## src/rtl/cfsm_pkg.sv

```systemverilog
// ----------------------------------------------------------------------------
// cfsm_pkg: shared types and helpers of the case-folding substring matcher
// Holds the beat structs, command and status codes, and the character compare.
// ----------------------------------------------------------------------------
package cfsm_pkg;

  // Width of a character on the ports.
  localparam int CharW = 16;
  // Width of a character position counter.
  localparam int PosW = 32;

  // Distance between an ASCII upper-case letter and its lower-case form.
  localparam logic [CharW-1:0] CaseOffs = 16'h0020;
  localparam logic [CharW-1:0] UpperLo  = 16'h0041;
  localparam logic [CharW-1:0] UpperHi  = 16'h005A;

  // Command codes.
  typedef enum logic [1:0] {
    CmdClear  = 2'd0,
    CmdAppend = 2'd1,
    CmdText   = 2'd2
  } cmd_e;

  // Status codes.
  typedef enum logic [1:0] {
    StNone  = 2'd0,
    StMatch = 2'd1,
    StFull  = 2'd2
  } status_e;

  // One input beat.
  typedef struct packed {
    logic [1:0]       cmd;
    logic [CharW-1:0] char_value;
  } in_beat_t;

  // One result beat.
  typedef struct packed {
    logic [1:0]      status;
    logic [PosW-1:0] match_end;
  } out_beat_t;

  // Per-cycle control broadcast to every cell of the chain.
  typedef struct packed {
    logic clear_pat;
    logic clear_txt;
    logic shift_pat;
    logic shift_txt;
  } cell_ctl_t;

  // Character compare; with folding an upper-case letter on either side
  // also equals the lower-case letter on the other.
  function automatic logic char_eq(logic [CharW-1:0] t, logic [CharW-1:0] p,
                                   logic fold);
    logic t_up;
    logic p_up;
    logic folded;
    t_up = (t >= UpperLo) && (t <= UpperHi);
    p_up = (p >= UpperLo) && (p <= UpperHi);
    if (t_up) begin
      folded = ((t + CaseOffs) == p);
    end else if (p_up) begin
      folded = (t == (p + CaseOffs));
    end else begin
      folded = 1'b0;
    end
    return (t == p) || (fold && folded);
  endfunction

endpackage

```

## src/rtl/cfsm_cell.sv

```systemverilog
// ----------------------------------------------------------------------------
// cfsm_cell: one cell of the matcher chain
// Holds one pattern character and one text character with their valid bits,
// takes both from its left neighbor on a shift, and reports whether its
// pattern character agrees with the text character arriving this cycle.
// ----------------------------------------------------------------------------
module cfsm_cell #(
  parameter int W = 16
) (
  input  logic                clk_i,
  input  logic                rst_ni,
  input  cfsm_pkg::cell_ctl_t ctl_i,
  input  logic                fold_i,
  input  logic [W-1:0]        pat_left_i,
  input  logic                pv_left_i,
  input  logic [W-1:0]        txt_left_i,
  input  logic                tv_left_i,
  output logic [W-1:0]        pat_o,
  output logic                pv_o,
  output logic [W-1:0]        txt_o,
  output logic                tv_o,
  output logic                ok_o
);
  import cfsm_pkg::*;

  logic [W-1:0] pat_q, pat_d;
  logic [W-1:0] txt_q, txt_d;
  logic         pv_q, pv_d;
  logic         tv_q, tv_d;
  logic [CharW-1:0] t_ext;
  logic [CharW-1:0] p_ext;

  // Next state: pattern and text move one cell to the right on a shift.
  always_comb begin
    pat_d = ctl_i.shift_pat ? pat_left_i : pat_q;
    txt_d = ctl_i.shift_txt ? txt_left_i : txt_q;
    if (ctl_i.clear_pat) begin
      pv_d = 1'b0;
    end else if (ctl_i.shift_pat) begin
      pv_d = pv_left_i;
    end else begin
      pv_d = pv_q;
    end
    if (ctl_i.clear_txt) begin
      tv_d = 1'b0;
    end else if (ctl_i.shift_txt) begin
      tv_d = tv_left_i;
    end else begin
      tv_d = tv_q;
    end
  end

  // Valid bits are control state and reset; the characters need none.
  always_ff @(posedge clk_i or negedge rst_ni) begin
    if (!rst_ni) begin
      pv_q <= 1'b0;
      tv_q <= 1'b0;
    end else begin
      pv_q <= pv_d;
      tv_q <= tv_d;
    end
  end

  always_ff @(posedge clk_i) begin
    pat_q <= pat_d;
    txt_q <= txt_d;
  end

  // Compare against the text character that moves into this cell.
  always_comb begin
    t_ext = CharW'(txt_left_i);
    p_ext = CharW'(pat_q);
    ok_o  = !pv_q || (tv_left_i && char_eq(t_ext, p_ext, fold_i));
  end

  assign pat_o = pat_q;
  assign pv_o  = pv_q;
  assign txt_o = txt_q;
  assign tv_o  = tv_q;

endmodule

```

## src/rtl/case_fold_substring_matcher.sv

```systemverilog
// ----------------------------------------------------------------------------
// case_fold_substring_matcher: streaming substring search with case folding
// Loads a pattern and reports each text position where it ends, without
// overlap between matches.
// ----------------------------------------------------------------------------
// The block takes one beat per clock cycle and returns its result beat in the
// next cycle from an output register. A new beat is accepted in any cycle in
// which that register is empty or its result is taken in the same cycle, so a
// stalled result holds the input back. The figure is set by the row
// of PAT_MAX cells: on a text beat every cell compares its stored pattern
// character with the text character moving into it, and the agreement bits
// of all cells are combined in the same cycle. Pattern characters shift into
// the row from the left on each append that finds room, so the newest
// appended character lines up with the newest text character. After reset
// the pattern is empty and case folding is on; no clearing pass is needed.
module case_fold_substring_matcher #(
  parameter int PAT_MAX   = 64,
  parameter int CHAR_BITS = 16
) (
  input  logic                 clk_i,
  input  logic                 rst_ni,
  input  logic                 cfg_we_i,
  input  logic                 cfg_data_i,
  input  logic                 in_valid_i,
  output logic                 in_ready_o,
  input  cfsm_pkg::in_beat_t   in_data_i,
  output logic                 out_valid_o,
  input  logic                 out_ready_i,
  output cfsm_pkg::out_beat_t  out_data_o
);
  import cfsm_pkg::*;

  // Characters are stored at the masked width.
  localparam int StoreW = (CHAR_BITS < CharW) ? CHAR_BITS : CharW;

  logic                  fold_q;
  logic [PosW-1:0]       pos_q, pos_d;
  logic                  out_valid_q, out_valid_d;
  out_beat_t             out_q, out_d;
  logic                  in_fire;
  logic                  is_clr, is_app, is_txt;
  logic                  full;
  logic                  match;
  logic [StoreW-1:0]     ch;
  cell_ctl_t             ctl;
  logic [StoreW-1:0]     pat_vec [PAT_MAX];
  logic [StoreW-1:0]     txt_vec [PAT_MAX];
  logic [PAT_MAX-1:0]    pv_vec;
  logic [PAT_MAX-1:0]    tv_vec;
  logic [PAT_MAX-1:0]    ok_vec;

  // Configuration register.
  always_ff @(posedge clk_i or negedge rst_ni) begin
    if (!rst_ni) begin
      fold_q <= 1'b1;
    end else if (cfg_we_i) begin
      fold_q <= cfg_data_i;
    end
  end

  // Command decode.
  assign in_ready_o = !out_valid_q || out_ready_i;
  assign in_fire    = in_valid_i && in_ready_o;
  assign ch         = in_data_i.char_value[StoreW-1:0];

  always_comb begin
    is_clr = 1'b0;
    is_app = 1'b0;
    is_txt = 1'b0;
    unique case (in_data_i.cmd)
      CmdClear:  is_clr = in_fire;
      CmdAppend: is_app = in_fire;
      CmdText:   is_txt = in_fire;
      default:   ;
    endcase
  end

  assign full  = pv_vec[PAT_MAX-1];
  assign match = is_txt && pv_vec[0] && (&ok_vec);

  always_comb begin
    ctl.clear_pat = is_clr;
    ctl.clear_txt = is_clr || match;
    ctl.shift_pat = is_app && !full;
    ctl.shift_txt = is_txt;
  end

  // The row of cells; cell 0 is fed from the input beat.
  for (genvar k = 0; k < PAT_MAX; k++) begin : g_cell
    logic [StoreW-1:0] pat_left;
    logic [StoreW-1:0] txt_left;
    logic              pv_left;
    logic              tv_left;
    if (k == 0) begin : g_head
      assign pat_left = ch;
      assign txt_left = ch;
      assign pv_left  = 1'b1;
      assign tv_left  = 1'b1;
    end else begin : g_body
      assign pat_left = pat_vec[k-1];
      assign txt_left = txt_vec[k-1];
      assign pv_left  = pv_vec[k-1];
      assign tv_left  = tv_vec[k-1];
    end
    cfsm_cell #(
      .W (StoreW)
    ) u_cell (
      .clk_i      (clk_i),
      .rst_ni     (rst_ni),
      .ctl_i      (ctl),
      .fold_i     (fold_q),
      .pat_left_i (pat_left),
      .pv_left_i  (pv_left),
      .txt_left_i (txt_left),
      .tv_left_i  (tv_left),
      .pat_o      (pat_vec[k]),
      .pv_o       (pv_vec[k]),
      .txt_o      (txt_vec[k]),
      .tv_o       (tv_vec[k]),
      .ok_o       (ok_vec[k])
    );
  end

  // Text position and the result beat.
  always_comb begin
    pos_d       = pos_q;
    out_valid_d = out_valid_q && !out_ready_i;
    out_d       = out_q;
    if (is_clr) begin
      pos_d = '0;
    end else if (is_txt) begin
      pos_d = pos_q + PosW'(1);
    end
    if (in_fire) begin
      out_valid_d     = 1'b1;
      out_d.status    = StNone;
      out_d.match_end = '0;
      if (match) begin
        out_d.status    = StMatch;
        out_d.match_end = pos_q + PosW'(1);
      end else if (is_app && full) begin
        out_d.status = StFull;
      end
    end
  end

  always_ff @(posedge clk_i or negedge rst_ni) begin
    if (!rst_ni) begin
      pos_q       <= '0;
      out_valid_q <= 1'b0;
    end else begin
      pos_q       <= pos_d;
      out_valid_q <= out_valid_d;
    end
  end

  always_ff @(posedge clk_i) begin
    out_q <= out_d;
  end

  assign out_valid_o = out_valid_q;
  assign out_data_o  = out_q;

  // A match empties the text history so the next match cannot overlap.
  a_match_clears: assert property (@(posedge clk_i) disable iff (!rst_ni)
    match |=> (tv_vec == '0))
    else $error("text history not cleared after a match");

  // Pattern valid bits always fill from the head of the row.
  a_pat_packed: assert property (@(posedge clk_i) disable iff (!rst_ni)
    (((pv_vec >> 1) & ~pv_vec) == '0))
    else $error("pattern valid bits have a gap");

  // A clear beat empties the pattern and restarts the position.
  a_clear: assert property (@(posedge clk_i) disable iff (!rst_ni)
    is_clr |=> (pv_vec == '0) && (pos_q == '0))
    else $error("clear beat did not reset pattern and position");

  // A refused append is reported only when the row is full.
  a_full_status: assert property (@(posedge clk_i) disable iff (!rst_ni)
    (in_fire && (in_data_i.cmd == CmdAppend) && !full) |=>
      (out_q.status == StNone))
    else $error("append refused while pattern had room");

endmodule
```

## config.mk

```make
export PLATFORM = sky130hd
export DESIGN_NAME = case_fold_substring_matcher
export DESIGN_NICKNAME = d
export VERILOG_FILES = /design/src/rtl/cfsm_pkg.sv /design/src/rtl/cfsm_cell.sv /design/src/rtl/case_fold_substring_matcher.sv
export SDC_FILE = /design/constraint.sdc
export NUM_CORES = 2
export LEC_CHECK = 0
export BUFFER_PORTS_ARGS = -buffer_cell sky130_fd_sc_hd__buf_2
export CELL_PAD_IN_SITES_DETAIL_PLACEMENT = 0
export CELL_PAD_IN_SITES_GLOBAL_PLACEMENT = 1
export CORE_ASPECT_RATIO = 1.5
export CORE_MARGIN = 3
export CORE_UTILIZATION = 35
export CTS_CLUSTER_SIZE = 40
export DETAILED_ROUTE_END_ITERATION = 12
export GPL_ROUTABILITY_DRIVEN = 0
export GPL_TIMING_DRIVEN = 0
export PLACE_DENSITY_LB_ADDON = 0.1
export SLEW_MARGIN = 20
export SYNTH_ARGS = -nofsm -noshare
export SYNTH_HDL_FRONTEND = slang
export SYNTH_SLANG_ARGS = --single-unit
```

## constraint.sdc

```tcl
create_clock -name clk_i -period 67.2 [get_ports clk_i]
set_clock_uncertainty 0.05 [all_clocks]
set_input_delay 0 -clock clk_i [delete_from_list [all_inputs] [get_ports clk_i]]
set_output_delay 0 -clock clk_i [all_outputs]
set_load 0.03 [all_outputs]
```

* Word-level counts from Yosys, hierarchy flattened *
Index checks and enable logic that the tools add are counted.

operators by class
  $add $sub $neg = 129
  magnitude comparators = 256
  equality and inequality tests = 194
  mux-type cells = 389
  reduce and logical (&&, ||, !) cells = 462

operator list
  cell                                                                                  number
  16-bit equality test                                                                  192
  16-bit by 6-bit adder with 16-bit output, second input constant                       128
  16-bit by 7-bit greater-or-equal comparator with 1-bit output, second input constant  128
  16-bit by 7-bit less-or-equal comparator with 1-bit output, second input constant     128
  1-bit two-way mux                                                                     386
  1-bit logical AND                                                                     261
  1-bit logical OR                                                                      130
  1-bit logical NOT                                                                     66
  32-bit two-way mux                                                                    2
  64-bit AND reduction                                                                  1
  32-bit by 1-bit adder with 32-bit output, second input constant                       1
  2-bit nonzero test                                                                    3
  2-bit by 1-bit equality test with 1-bit output, second input constant                 1
  2-bit equality test, second input constant                                            1
  2-bit logical NOT                                                                     1
  2-bit two-way mux                                                                     1

word-level totals
  bits in registers = 2,227
  input port bits = 24
  output and inout port bits = 36
  word-level logic and storage cells = 1,689

* Longest topological paths before layout *
  depth in word-level cells = 12
  depth in mapped cells = 14
  depth with buffers taken out = 13

* Hierarchy *
A second synthesis with hierarchy kept.

unflattened totals
  cells, all modules = 10,403
  area total of the unflattened synthesis = 124,358.0 sq um

by module, submodules not included
  module                             times used  cells each  area each (sq um)
  cfsm_cell at g_cell[0].u_cell ...  63          157         1,888.1
  case_fold_substring_matcher        1           354         3,545.9
  cfsm_cell at g_cell[9].u_cell      1           158         1,864.3

* Least setup slack after synthesis *
OpenSTA, ideal clock, no wires.

  path kind = reg2reg
  start = reg out_valid_q, in the netlist out_valid_o
  end = reg g_cell[1].u_cell.pv_q
  setup time = 0.175 ns
  arrival time = 31.721 ns
  required time = 66.975 ns
  setup slack = 35.254 ns
  cell stages (with the launch flop) = 8
  buffers on the path = 2
  clock period less this slack = 31.946 ns
  cell sequence = dfrtp_1 > nand2b_1 > nand2_1 > nor2_1 > and3_1 > clkbuf_1 > clkbuf_1 > a22o_1

RTL lines
  item                    line                                RTL
  from (decl)             case_fold_substring_matcher.sv:38   logic out_valid_q, out_valid_d;
  from (signal assigned)  case_fold_substring_matcher.sv:153  out_valid_q <= out_valid_d;
  to (signal assigned)    cfsm_cell.sv:59                     pv_q <= pv_d;
  to (decl)               cfsm_cell.sv:28                     logic pv_q, pv_d;

* Worst setup path after layout *
  start = reg g_cell[31].u_cell.txt_q[14]
  end = reg out_q, in the netlist out_data_o[14], data pin

between the ends
  word-level cells in the longest chain between the ends = 9
  elaborated cells on any way between the ends = 15
  those cells by class = 1 x add/sub; 2 x order compare; 3 x eq/ne; 2 x mux; 7 x reduce/logical

ends and longest elaborated chain
  item                                                              line                                RTL
  from (decl)                                                       cfsm_cell.sv:27                     logic [W-1:0] txt_q, txt_d;
  from (signal assigned)                                            cfsm_cell.sv:66                     txt_q <= txt_d;
  16-bit by 6-bit adder with 16-bit output (tied with other cells)  cfsm_pkg.sv:61                      folded = ((t + CaseOffs) == p);
  16-bit equality test (tied with other cells)                      cfsm_pkg.sv:61
  1-bit two-way mux                                                 cfsm_pkg.sv:60                      if (t_up) begin
  1-bit logical AND                                                 cfsm_pkg.sv:67                      return (t == p) || (fold && folded);
  1-bit logical OR (*)                                              cfsm_pkg.sv:67
  1-bit logical AND (*)                                             cfsm_cell.sv:73                     ok_o = !pv_q || (tv_left_i && char_eq(t_ext, p_ext, fold_i));
  1-bit logical OR (*)                                              cfsm_cell.sv:73
  64-bit AND reduction (*)                                          case_fold_substring_matcher.sv:79   assign match = is_txt && pv_vec[0] && (&ok_vec);
  1-bit logical AND (*)                                             case_fold_substring_matcher.sv:79
  to (signal assigned)                                              case_fold_substring_matcher.sv:158  out_q <= out_d;
  to (decl)                                                         case_fold_substring_matcher.sv:39   out_beat_t out_q, out_d;

Every way passes the cells marked *; elsewhere a longest branch is shown, timed or not.
A chain may end at the register's enable or synchronous reset.

==> flow_metrics.tcl <==
set metrics [dict create \
    critPathArrivalTime_ns 7.75 \
    first_global_vias 92600 \
    r2r_slack_ns 60.03 \
    clockBufferDepth 4 \
    yosys_warnings 0 \
    status "completed" \
    ys_async_sr_fraction_pct 7.23 \
    startpoint "g_cell[31].u_cell.txt_o[14]$_DFFE_PP_" \
    viasPerCell 5.80 \
    r2r_start "g_cell[31].u_cell.txt_o[14]$_DFFE_PP_" \
    crit_type "reg -> reg" \
    die-area_um2 358000 \
    routedWlPerCell_um 26.2 \
    maxCapViolCount 0 \
    comb_power_share_pct 4.9 \
    p_int_uw 2400 \
    clkLatencyLatePin_ns 0.95 \
    cp_max_fo 10 \
    grt_pass1_wl_um 619000 \
    peakVddDrop_mv 0.0204 \
    setup_viol_count_final 0 \
    area_growth_pct 13.4 \
    max_freq_ghz 0.139 \
    dp.cells 15500 \
    final_common_cell "edfxtp_1" \
    period_minus_slack_ns 7.17 \
    fin_cells 16000 \
    antenna_found_initial 20 \
    hold_viol 0 \
    clockRootBuffer "clkbuf_16" \
    syn_area_um2 123000 \
    track_usage_pct 22.9 \
    finalSetupTns_ns 0 \
    drt-initial-drc-count 6753 \
    cpMostUsedCell "or4_1" \
    final_cell_mix "2066 x edfxtp_1, 932 x xnor2_1, 794 x xor2_1" \
    dr.pass1.iters 6 \
    postCtsSetupBuffers 0 \
    critPathBufInv 1 \
    period_share_pct 10.7 \
    ys_seq_area_share_pct 53.9 \
    initial_core_util_pct 35.2 \
    final_nets 11400 \
    coreArea_um2 348000 \
    final_max_slew_viol_count 0 \
    synth_seq_cells 2227 \
    overflow 0 \
    tightest_slew_ns 1.20 \
    yosysUniqueCellTypes 96 \
    netlist_instances 10900 \
    clk_pin_slew_ns 0.06 \
    start_kind "register" \
    p_leak_uw 0.0433 \
    swShare_pct 22.9 \
    pin_count 60 \
    vias 93100 \
    core.rowCount 265 \
    hold_class "in -> async" \
    drt_wl_total_um 420000 \
    seq_power_share_pct 50.6 \
    ctsResizeCount 0 \
    hold_ws_ns 0.155 \
    path_cells "xnor2_1, nand4_1, or4_1, o41ai_4, a41oi_1, a2111oi_2, o21ai_1, or4_1, nor4_2, nand3_2, clkbuf_1, nor2_1" \
    crit_path_end_kind "register" \
    required_ns 67.78 \
    fp.dieH_um 731 \
    slew_headroom_pct 19.3 \
    grt_max_degree 76 \
    crit_slowest_cell "a2111oi_2" \
    cp_slowest_stage_delay_ns 0.98 \
    die_w_um 489 \
    synth_flop_cell "edfxtp_1" \
    synth.net_count 11000 \
    synth_edf_count 2066 \
    htree_levels 4 \
    regToRegEndpoint "out_data_o[14]$_SDFFCE_PN0P_" \
    power_switching_uw 713 \
    io_buffers 59 \
    r2r_cells 12 \
    cts_buffers 236 \
    drive_gt1_share_pct 5.88 \
    rsz0062_at_grt "no" \
    powerDensity_nw_per_um2 22.4 \
    pwr-share-clk_pct 44.4 \
    tritoncts "done" \
    crit_family "simple AND/OR/NAND/NOR gates" \
    drc 0 \
    hpwlAfterDp_um 320000 \
    clock-sinks 2227 \
    ant_nets 0 \
    syn_avg_cell_area_um2 11.3 \
]
-- cells in the mapped netlist (88+ instances only) --
cell,instances,area (um^2)
edfxtp_1,2066,62000
xnor2_1,932,8160
xor2_1,794,6950
nand2_1,699,2620
nand3_1,564,2820
nor2_1,560,2100
clkbuf_1,466,1750
nor3_1,442,2210
nor4_1,424,2650
nand4_1,391,2450
o21ai_0,310,1550
a21oi_1,295,1480
inv_1,164,616
dfrtp_1,160,4000
and3_1,159,995
nor4b_1,146,1280
a31oi_1,139,870
ha_1,129,1610
or4_1,105,788
and4_1,101,885
mux2i_1,101,1010
a21o_1,100,751
or3_1,96,601
nor2b_1,94,588
o31ai_1,89,668
nand2b_1,88,551
-- metrics by stage --
step | total power [uW] | util (%) | setup WS (ns) | cell area (um^2)
after floorplan | 1730 | - | 35.25 | 123000
after global placement | 1820 | 37.0 | 15.77 | 129000
after detailed placement | 1760 | 37.5 | 60.02 | 130000
after CTS | 3160 | 39.9 | 59.92 | 139000
after global routing | 3230 | 40.0 | 59.83 | 139000
final | 3110 | 40.0 | 60.03 | 139000
-- sequential cells by signal, summed over array words and instances, names as in the netlist --
name,flops
g_cell.u_cell.pat_o,1024
g_cell.u_cell.txt_o,1008
g_cell.u_cell.pv_o,64
g_cell.u_cell.tv_o,63
out_data_o,34
pos_q,32
fold_q,1
out_valid_o,1
-- layout make-up --
class | instances | area [um^2]
plain buffers | 501 | 1990
flip-flops and latches | 2227 | 66100
repair buffers | 180 | 2380
diodes | 16 | 40.0
well taps | 4539 | 5680
clock buffers | 292 | 6360
inverters | 165 | 619
multi-input cells | 7984 | 54200
fillers | 33100 | 209000
clock inverters | 145 | 1780
-- worst register-to-register path, delay by kind of cell, from the launching register on --
| family | cells | cell delay [ns] |
|---|---|---|
| and+or+nand+nor | 6 | 2.90 |
| AOI/OAI and AO/OA | 4 | 2.76 |
| DFF | 1 | 0.51 |
| buffers and inverters | 1 | 0.35 |
| xor gates and xnor gates | 1 | 0.31 |
-- kinds of logic (layout without fill, tap and decap cells) --
kind of cell,count (synthesis),count (layout),synth area share [%]
and+or+nand+nor,4235,4235,19.1
DFF,2227,2227,53.9
AOI/OAI and AO/OA,1762,1762,10.1
xor gates and xnor gates,1732,1732,12.4
buffers and inverters,666,1283,2.10
adders and majority gates,129,129,1.32
muxes,126,126,1.05
other,0,16,0
-- per-layer routing --
| metal | vias to the layer above | routed length, um | global-route usage, % |
|---|---|---|---|
| li1 | 43000 | - | - |
| met1 | 46400 | 160000 | 25.9 |
| met2 | 2811 | 220000 | 42.0 |
| met3 | 921 | 15500 | 2.41 |
| met4 | 6 | 25400 | 12.3 |
| met5 | - | 35 | 0 |
-- power by group through the flow --
stage | registers [uW] | logic, uW | clock network [uW]
6_report | 1580 | 153 | 1380
5_1_grt | 1580 | 167 | 1480
4_1_cts | 1580 | 154 | 1430
3_5_place_dp | 1610 | 151 | 0
3_3_place_gp | 1680 | 140 | 0
2_1_floorplan | 1640 | 94.5 | 0
-- worst max path at each step --
stage / endpoint / cells past startpoint
after floorplan: g_cell[1].u_cell.pv_o$_DFFE_PN0P_ / 7
after global placement: g_cell[9].u_cell.tv_o$_DFFE_PN0P_ / 9
after detailed placement: out_data_o[24]$_SDFFCE_PN0P_ / 12
after CTS: out_data_o[24]$_SDFFCE_PN0P_ / 12
after global routing: out_data_o[24]$_SDFFCE_PN0P_ / 12
final: out_data_o[14]$_SDFFCE_PN0P_ / 12
-- repair_timing --
| item | 4_1_cts | 5_1_grt |
|---|---|---|
| endpoints found under the setup margin | 0 | 0 |
| endpoints found under the hold margin | 246 | 0 |
| hold buffers | 49 | 0 |
(Power assumes the default switching activity.)
